### src/design/kps_pkg.sv
// Shared types, constants and lookup functions for the keypad scanner.
`timescale 1ns / 1ps
`default_nettype none
package kps_pkg;

    localparam int ROWS       = 5;
    localparam int ROW_W      = 3;
    localparam int KEY_W      = 5;
    localparam int COL_W      = 4;
    localparam int CHAR_W     = 7;
    localparam int DEB_W      = 16;
    localparam int NAME_COUNT = 20;
    localparam int FIFO_DEPTH = 4;
    localparam int FIFO_AW    = 2;

    localparam logic [COL_W-1:0]  ALL_HIGH    = 4'hF;
    localparam logic [DEB_W-1:0]  DEB_RESET   = 16'd20;
    localparam logic [CHAR_W-1:0] CH_UNKNOWN  = 7'h3F;

    typedef enum logic [1:0] {
        PH_SCAN    = 2'd0,
        PH_PRESS   = 2'd1,
        PH_HOLD    = 2'd2,
        PH_RELEASE = 2'd3
    } t_phase;

    typedef struct packed {
        logic [4:0]        row_lines;
        logic              char_valid;
        logic [CHAR_W-1:0] char_code;
        logic              last_char;
        logic [KEY_W-1:0]  key_index;
    } t_result;

    typedef struct packed {
        logic    two;
        t_result r0;
        t_result r1;
    } t_step;

    // Lowest low column wins, except that all four high reads as index 4.
    function automatic logic [2:0] col_index(input logic [COL_W-1:0] cols);
        logic [2:0] idx;
        case (cols)
            4'h1, 4'h5, 4'h9, 4'hD: idx = 3'd1;
            4'h3, 4'hB:             idx = 3'd2;
            4'h7:                   idx = 3'd3;
            4'hF:                   idx = 3'd4;
            default:                idx = 3'd0;
        endcase
        return idx;
    endfunction

    function automatic logic name_is_pair(input logic [KEY_W-1:0] key);
        return (key >= 5'd16) && (key <= 5'd19);
    endfunction

    function automatic logic [CHAR_W-1:0] name_first(input logic [KEY_W-1:0] key);
        logic [CHAR_W-1:0] ch;
        if (key <= 5'd9)                    ch = 7'(7'h30 + 7'(key));
        else if (key <= 5'd15)              ch = 7'(7'h41 + 7'(key - 5'd10));
        else if (key <= 5'd18)              ch = 7'h46;
        else if (key == 5'd19)              ch = 7'h43;
        else                                ch = CH_UNKNOWN;
        return ch;
    endfunction

    function automatic logic [CHAR_W-1:0] name_second(input logic [KEY_W-1:0] key);
        logic [CHAR_W-1:0] ch;
        if (key == 5'd19) ch = 7'h52;
        else              ch = 7'(7'h31 + 7'(key - 5'd16));
        return ch;
    endfunction

endpackage
`default_nettype wire

### src/design/kps_core.sv
// Scan/debounce state machine: state update and result forming per column sample.
`timescale 1ns / 1ps
`default_nettype none
module kps_core (
    input  wire logic                       i_clk,
    input  wire logic                       i_rst_n,
    input  wire logic                       i_accept,
    input  wire logic [kps_pkg::COL_W-1:0]  i_cols,
    input  wire logic [kps_pkg::DEB_W-1:0]  i_debounce,
    output kps_pkg::t_step                  o_step
);
    import kps_pkg::*;

    t_phase             r_phase, n_phase;
    logic [ROW_W-1:0]   r_row, n_row;
    logic [DEB_W-1:0]   r_wait, n_wait;
    logic [KEY_W-1:0]   r_held, n_held;

    logic               all_high;
    logic               wait_more;
    logic [ROW_W:0]     row_inc;
    logic [ROW_W-1:0]   row_adv;
    logic               emit;
    logic [4:0]         pattern;

    assign all_high  = (i_cols == ALL_HIGH);
    assign wait_more = (r_wait > DEB_W'(1));
    assign row_inc   = {1'b0, r_row} + (ROW_W+1)'(1);
    assign row_adv   = (row_inc >= (ROW_W+1)'(ROWS)) ? '0 : row_inc[ROW_W-1:0];
    assign emit      = (r_phase == PH_RELEASE) && !wait_more && all_high;

    // next state
    always_comb begin
        n_phase = r_phase;
        n_row   = r_row;
        n_wait  = r_wait;
        n_held  = r_held;
        unique case (r_phase)
            PH_SCAN: begin
                if (!all_high) begin
                    n_phase = PH_PRESS;
                    n_wait  = i_debounce;
                end else begin
                    n_row = row_adv;
                end
            end
            PH_PRESS: begin
                if (wait_more) begin
                    n_wait = r_wait - DEB_W'(1);
                end else if (all_high) begin
                    n_phase = PH_SCAN;
                    n_row   = '0;
                    n_wait  = '0;
                end else begin
                    n_held  = KEY_W'({r_row, 2'b00} + {2'b00, col_index(i_cols)});
                    n_phase = PH_HOLD;
                    n_wait  = '0;
                end
            end
            PH_HOLD: begin
                if (all_high) begin
                    n_phase = PH_RELEASE;
                    n_wait  = i_debounce;
                end
            end
            PH_RELEASE: begin
                if (wait_more) begin
                    n_wait = r_wait - DEB_W'(1);
                end else if (!all_high) begin
                    n_phase = PH_HOLD;
                    n_wait  = '0;
                end else begin
                    n_phase = PH_SCAN;
                    n_row   = '0;
                    n_wait  = '0;
                end
            end
            default: n_phase = PH_SCAN;
        endcase
    end

    // outputs
    always_comb begin
        pattern = 5'(~(8'b1 << n_row));
        o_step  = '0;
        o_step.r0.row_lines = pattern;
        o_step.r1.row_lines = pattern;
        if (emit) begin
            o_step.two           = name_is_pair(r_held);
            o_step.r0.char_valid = 1'b1;
            o_step.r0.char_code  = name_first(r_held);
            o_step.r0.last_char  = !name_is_pair(r_held);
            o_step.r0.key_index  = r_held;
            o_step.r1.char_valid = 1'b1;
            o_step.r1.char_code  = name_second(r_held);
            o_step.r1.last_char  = 1'b1;
            o_step.r1.key_index  = r_held;
        end
    end

    always_ff @(posedge i_clk) begin
        if (!i_rst_n) begin
            r_phase <= PH_SCAN;
            r_row   <= '0;
            r_wait  <= '0;
            r_held  <= '0;
        end else if (i_accept) begin
            r_phase <= n_phase;
            r_row   <= n_row;
            r_wait  <= n_wait;
            r_held  <= n_held;
        end
    end

endmodule
`default_nettype wire

### src/design/matrix_keypad_scanner.sv
// Top level: keypad scanner with debounce, config register and result queue.
//
//  channel   dir  transfer when                    payload
//  s_axis    in   s_axis_tvalid & s_axis_tready    tdata[3:0] column_sense
//  m_axis    out  m_axis_tvalid & m_axis_tready    tdata row/valid/code/key, tlast
//  cfg       in   i_cfg_valid & o_cfg_ready        i_cfg_data debounce_ticks
//
// One column sample per cycle while s_axis_tready is high; its result
// enters a four-entry output queue in the same cycle, one entry or two for
// a two-character key name. s_axis_tready is high while the queue has room
// for two entries; with a free-running sink, pairs can still stall samples.
// Synchronous active-low reset: scanning at row 0, debounce of 20, queue empty.
// The cfg port is always ready.
`timescale 1ns / 1ps
`default_nettype none
module matrix_keypad_scanner (
    input  wire logic        i_clk,
    input  wire logic        i_rst_n,
    input  wire logic        s_axis_tvalid,
    output logic             s_axis_tready,
    input  wire logic [7:0]  s_axis_tdata,   // [3:0] column_sense, [7:4] zero
    output logic             m_axis_tvalid,
    input  wire logic        m_axis_tready,
    // [4:0] row_lines, [5] char_valid, [12:6] char_code, [17:13] key_index, rest zero
    output logic [23:0]      m_axis_tdata,
    output logic             m_axis_tlast,   // last_char
    input  wire logic        i_cfg_valid,
    output logic             o_cfg_ready,
    input  wire logic [15:0] i_cfg_data      // debounce_ticks
);
    import kps_pkg::*;

    logic [DEB_W-1:0]     r_debounce;
    t_result              r_buf [FIFO_DEPTH];
    logic [FIFO_AW-1:0]   r_wr, r_rd;
    logic [FIFO_AW:0]     r_count, n_count;

    t_step                step;
    logic                 in_xfer, out_xfer;
    t_result              head;

    assign o_cfg_ready   = 1'b1;
    assign s_axis_tready = (r_count <= (FIFO_AW+1)'(FIFO_DEPTH - 2));
    assign in_xfer       = s_axis_tvalid && s_axis_tready;
    assign out_xfer      = m_axis_tvalid && m_axis_tready;

    kps_core u_core (
        .i_clk      (i_clk),
        .i_rst_n    (i_rst_n),
        .i_accept   (in_xfer),
        .i_cols     (s_axis_tdata[COL_W-1:0]),
        .i_debounce (r_debounce),
        .o_step     (step)
    );

    always_ff @(posedge i_clk) begin
        if (!i_rst_n) begin
            r_debounce <= DEB_RESET;
        end else if (i_cfg_valid && o_cfg_ready) begin
            r_debounce <= i_cfg_data;
        end
    end

    always_comb begin
        n_count = r_count;
        if (in_xfer)  n_count = n_count + (step.two ? (FIFO_AW+1)'(2) : (FIFO_AW+1)'(1));
        if (out_xfer) n_count = n_count - (FIFO_AW+1)'(1);
    end

    always_ff @(posedge i_clk) begin
        if (!i_rst_n) begin
            r_wr    <= '0;
            r_rd    <= '0;
            r_count <= '0;
        end else begin
            r_count <= n_count;
            if (in_xfer) r_wr <= r_wr + (step.two ? FIFO_AW'(2) : FIFO_AW'(1));
            if (out_xfer) r_rd <= r_rd + FIFO_AW'(1);
        end
    end

    // payload needs no reset
    always_ff @(posedge i_clk) begin
        if (in_xfer) begin
            r_buf[r_wr] <= step.r0;
            if (step.two) r_buf[r_wr + FIFO_AW'(1)] <= step.r1;
        end
    end

    assign head          = r_buf[r_rd];
    assign m_axis_tvalid = (r_count != '0);
    assign m_axis_tlast  = head.last_char;
    assign m_axis_tdata  = {6'b0, head.key_index, head.char_code, head.char_valid,
                            head.row_lines};

    a_count_bound: assert property (@(posedge i_clk) disable iff (!i_rst_n)
        r_count <= (FIFO_AW+1)'(FIFO_DEPTH))
        else $error("result queue overfilled");

    a_room_on_take: assert property (@(posedge i_clk) disable iff (!i_rst_n)
        in_xfer |-> r_count <= (FIFO_AW+1)'(FIFO_DEPTH - 2))
        else $error("sample taken without room for two results");

    a_pair_whole: assert property (@(posedge i_clk) disable iff (!i_rst_n)
        (m_axis_tvalid && head.char_valid && !head.last_char) |-> r_count >= (FIFO_AW+1)'(2))
        else $error("first character queued without its partner");

    a_idle_no_char: assert property (@(posedge i_clk) disable iff (!i_rst_n)
        (in_xfer && !step.r0.char_valid) |-> !step.two)
        else $error("pair flagged for a result without a character");

endmodule
`default_nettype wire

### config.mk
export PLATFORM = sky130hd
export DESIGN_NAME = matrix_keypad_scanner
export DESIGN_NICKNAME = d
export VERILOG_FILES = /design/src/design/kps_pkg.sv /design/src/design/kps_core.sv /design/src/design/matrix_keypad_scanner.sv
export SDC_FILE = /design/constraint.sdc
export NUM_CORES = 1
export LEC_CHECK = 0
export ABC_AREA = 1
export BUFFER_PORTS_ARGS = -buffer_cell sky130_fd_sc_hd__buf_2
export CAP_MARGIN = 20
export CORE_UTILIZATION = 61
export CTS_BUF_LIST = sky130_fd_sc_hd__clkbuf_8 sky130_fd_sc_hd__clkbuf_16
export CTS_CLUSTER_DIAMETER = 50
export DETAILED_ROUTE_END_ITERATION = 10
export GPL_TIMING_DRIVEN = 0
export PLACE_DENSITY_LB_ADDON = 0.25
export SETUP_SLACK_MARGIN = 0.05
export SLEW_MARGIN = 30
export SYNTH_ARGS = -nofsm -noshare
export SYNTH_HDL_FRONTEND = slang
export SYNTH_HIERARCHICAL = 1
export SYNTH_SLANG_ARGS = --single-unit
### constraint.sdc
create_clock -name i_clk -period 3.82 [get_ports i_clk]
set_input_delay 0.382 -clock i_clk [delete_from_list [all_inputs] [get_ports i_clk]]
set_output_delay 0.382 -clock i_clk [all_outputs]
set_load 0.05 [all_outputs]
==> results.json <==
{
  "first_global_vias": 6066,
  "yosysMostFrequentCell": "nand2_1",
  "rr_worst_depth": 16,
  "nFillCells": 871,
  "hold_depth": 3,
  "cts_max_level": 4,
  "wl_per_cell_um": 15.9,
  "synth_warnings": 6,
  "cts.sinks": 127,
  "max-vdd-ir-drop_uv": 580,
  "fp.dieW_um": 111,
  "grt_use_total_pct": 30.7,
  "insertion_delay_ps": 420,
  "synthTopCellsByArea": "edfxtp_1, dfxtp_1, nand2_1, o21ai_0, nor2_1",
  "whs_ps": 172,
  "coreArea_sq_um": 11500,
  "area_growth_pct": 14.8,
  "hold_buffers": 0,
  "io_pins": 57,
  "via_count": 6539,
  "max_freq_mhz": 293,
  "slowest_stage": "nand2_2",
  "hold_start": "i_cfg_data[4]",
  "whs_endpoint": "r_debounce[4]",
  "setup_tns_ps": 0,
  "powerDensity_nw_per_um2": 628,
  "ys_types": 39,
  "worst_pin_slew_ps": 625,
  "grt_pass1_wl_mm": 29.5,
  "place_hpwl_mm": 12.4,
  "rsz0062_at_grt": "no",
  "antenna_found_initial": 0,
  "endpoint_kind": "flop",
  "start_util_pct": 63.0,
  "drt_iter0_drc": 672,
  "die_h_um": 111,
  "async_reset_ff_share_pct": 0,
  "yosys.area.top_type": "edfxtp_1",
  "status": "finished clean",
  "r2r_start": "u_core/r_wait[0]",
  "syn_avg_cell_area_sq_um": 7.78,
  "drt-total-wl_mm": 18.4,
  "cts_tree": "yes",
  "ys_top_cells_by_count": "nand2_1, nor2_1, o21ai_0",
  "nets": 1047,
  "antenna_cells": 0,
  "cts_root_buf": "clkbuf_16",
  "grt_max_degree": 20,
  "arrival_ps": 3460,
  "port_buffers": 45,
  "clk_pin_slew_ps": 60,
  "yosysSeqAreaShare_pct": 45.7,
  "crit_type": "reg2reg",
  "yosys.area.top_type_share_pct": 31.6,
  "final.period_utilization_pct": 89.4,
  "relSlewSlack_pct": 58.3,
  "setup_viol": 0,
  "synth-edff-count": 76,
  "rows": 39,
  "drive_gt1_share_pct": 14.9,
  "r2r_end": "r_buf[0][9]",
  "postSynthRegisterBits": 127,
  "start_kind": "flop",
  "ctsLongestPathBuffers": 2,
  "final_cells": 1157,
  "crit_chain": "inv_1 > ha_1 > inv_1 > nand2_1 > nand2_1 > nor2_2 > nand3_2 > nor3_4 > inv_2 > buf_6 > nor2_2 > inv_1 > nor2_8 > nand2_2 > clkbuf_2 > nand2_2",
  "first_pass_iters": 7,
  "critPathMaxStageDelay_ps": 520,
  "drc": 0,
  "place_congestion": 0.873,
  "path_common_cell": "inv_1",
  "drv_slew": 0,
  "synth_area_sq_um": 7230,
  "synth_ff_type": "edfxtp_1",
  "worstPathMaxFanout": 19,
  "finalHoldViolations": 0,
  "dieArea_sq_um": 12300,
  "overflow": 0,
  "cp_top_family": "simple AND/OR/NAND/NOR gates",
  "ff2ff_setup_slack_ps": 410,
  "dpl.cell_count": 1124,
  "synth_cells": 929,
  "power_uw": 5210,
  "final.setup_skew_ps": 6.50,
  "critPathBufInv": 6,
  "holdCritPathClass": "in2reg",
  "numCtsBuffers": 17,
  "period_needed_ps": 3410,
  "cap_viol_max_count": 0,
  "avgViaCountPerCell": 5.65,
  "total_leakage_power_uw": 0.00344,
  "critical_path_required_ps": 3870,
  "antenna_left": 0
}
-- through the flow --
stage | util, % | setup slack, ps | area (sq um)
after CTS | 72.3 | 179 | 8290
after floorplan | - | 620 | 7240
after global routing | 72.4 | 132 | 8300
after detailed placement | 67.2 | -107 | 7700
after global placement | 66.7 | -495 | 7650
final | 72.4 | 405 | 8300
-- layout make-up --
cell class,count,area (sq um),share of cell area (%)
inverters,81,304,3.66
flip-flops and latches,127,3300,39.8
well taps,143,179,2.16
clock buffers,17,425,5.13
plain buffers,62,395,4.77
repair buffers,48,263,3.17
clock inverters,15,155,1.87
multi-input cells,664,3270,39.4
-- what timing repair did --
action	4_1_cts	5_1_grt
gates resized for setup	2	1
setup buffers	0	1
setup endpoints to repair	38	40
gates cloned	0	0
pin swaps	0	1
-- cells by family (layout without fill, tap and decap cells) --
kind of cell / after synthesis / after routing / synth area share [%]
AND/OR/NAND/NOR: 380 / 380 / 22.2
AO/OA/AOI/OAI: 249 / 249 / 17.9
buffers and inverters: 143 / 223 / 9.68
flip-flops: 127 / 127 / 45.7
adder cells (fa/ha/maj): 17 / 17 / 3.05
XOR/XNOR: 11 / 11 / 1.33
other: 2 / 7 / 0.104
-- where the power goes --
group          internal, uW  switching (uW)  total [uW]
Combinational           508            1320        1830
Sequential             1660             127        1790
Clock                  1010             582        1590
Total                  3180            2030        5210
-- registers in the layout, indices dropped and copies added, names as in the netlist, named ones only --
name and count:
r_rd 2, r_buf 76, r_wr 2, u_core/r_phase 1
u_core/r_wait 16, u_core/r_row 3, u_core/r_held 5, r_count 3
r_debounce 16
-- how the worst max path moves through the flow --
stage | startpoint | to | cells after the start
finish | u_core/r_wait[0] | r_buf[0][9] | 16
global placement | u_core/r_wait[0] | r_buf[3][6] | 16
floorplan | u_core/r_wait[0] | r_buf[2][0] | 16
detailed placement | u_core/r_wait[0] | r_buf[0][13] | 16
CTS | u_core/r_wait[0] | r_count[1] | 21
global route | u_core/r_wait[0] | r_count[1] | 21
-- cells in the final DEF, fill, tap and decap left out, drive strengths merged --
cell type / netlist / final
bufinv: 0 / 3
xor2: 6 / 6
ha: 16 / 16
xnor2: 5 / 5
o22ai: 19 / 19
clkbuf: 24 / 41
nor2: 139 / 139
clkinv: 1 / 9
edfxtp: 76 / 76
o21a: 2 / 2
o211ai: 1 / 1
o21ai: 166 / 166
nand3: 32 / 32
buf: 38 / 86
or2: 4 / 4
a21oi: 54 / 54
a21boi: 2 / 2
a31oi: 2 / 2
nand2: 191 / 191
inv: 80 / 83
dfxtp: 51 / 51
nor3b: 1 / 1
fa: 1 / 1
clkinvlp: 0 / 1
nand4: 6 / 6
conb: 2 / 7
o21bai: 3 / 3
nand3b: 1 / 1
nor3: 6 / 6
-- layer usage --
layer  part of all wire (%)  track usage, %  vias up
met3                    8.8            6.45       45
met4                    2.9            15.0        0
li1                       -               -     3220
met2                     47            49.9      327
met1                     41            38.9     2947
met5                      0               0        -
-- worst min-delay path, cell delays in order --
cell and delay, ps:
buf_2 70, nand2_1 40, nand3_1 60
Power figures use the tool's default switching activity.
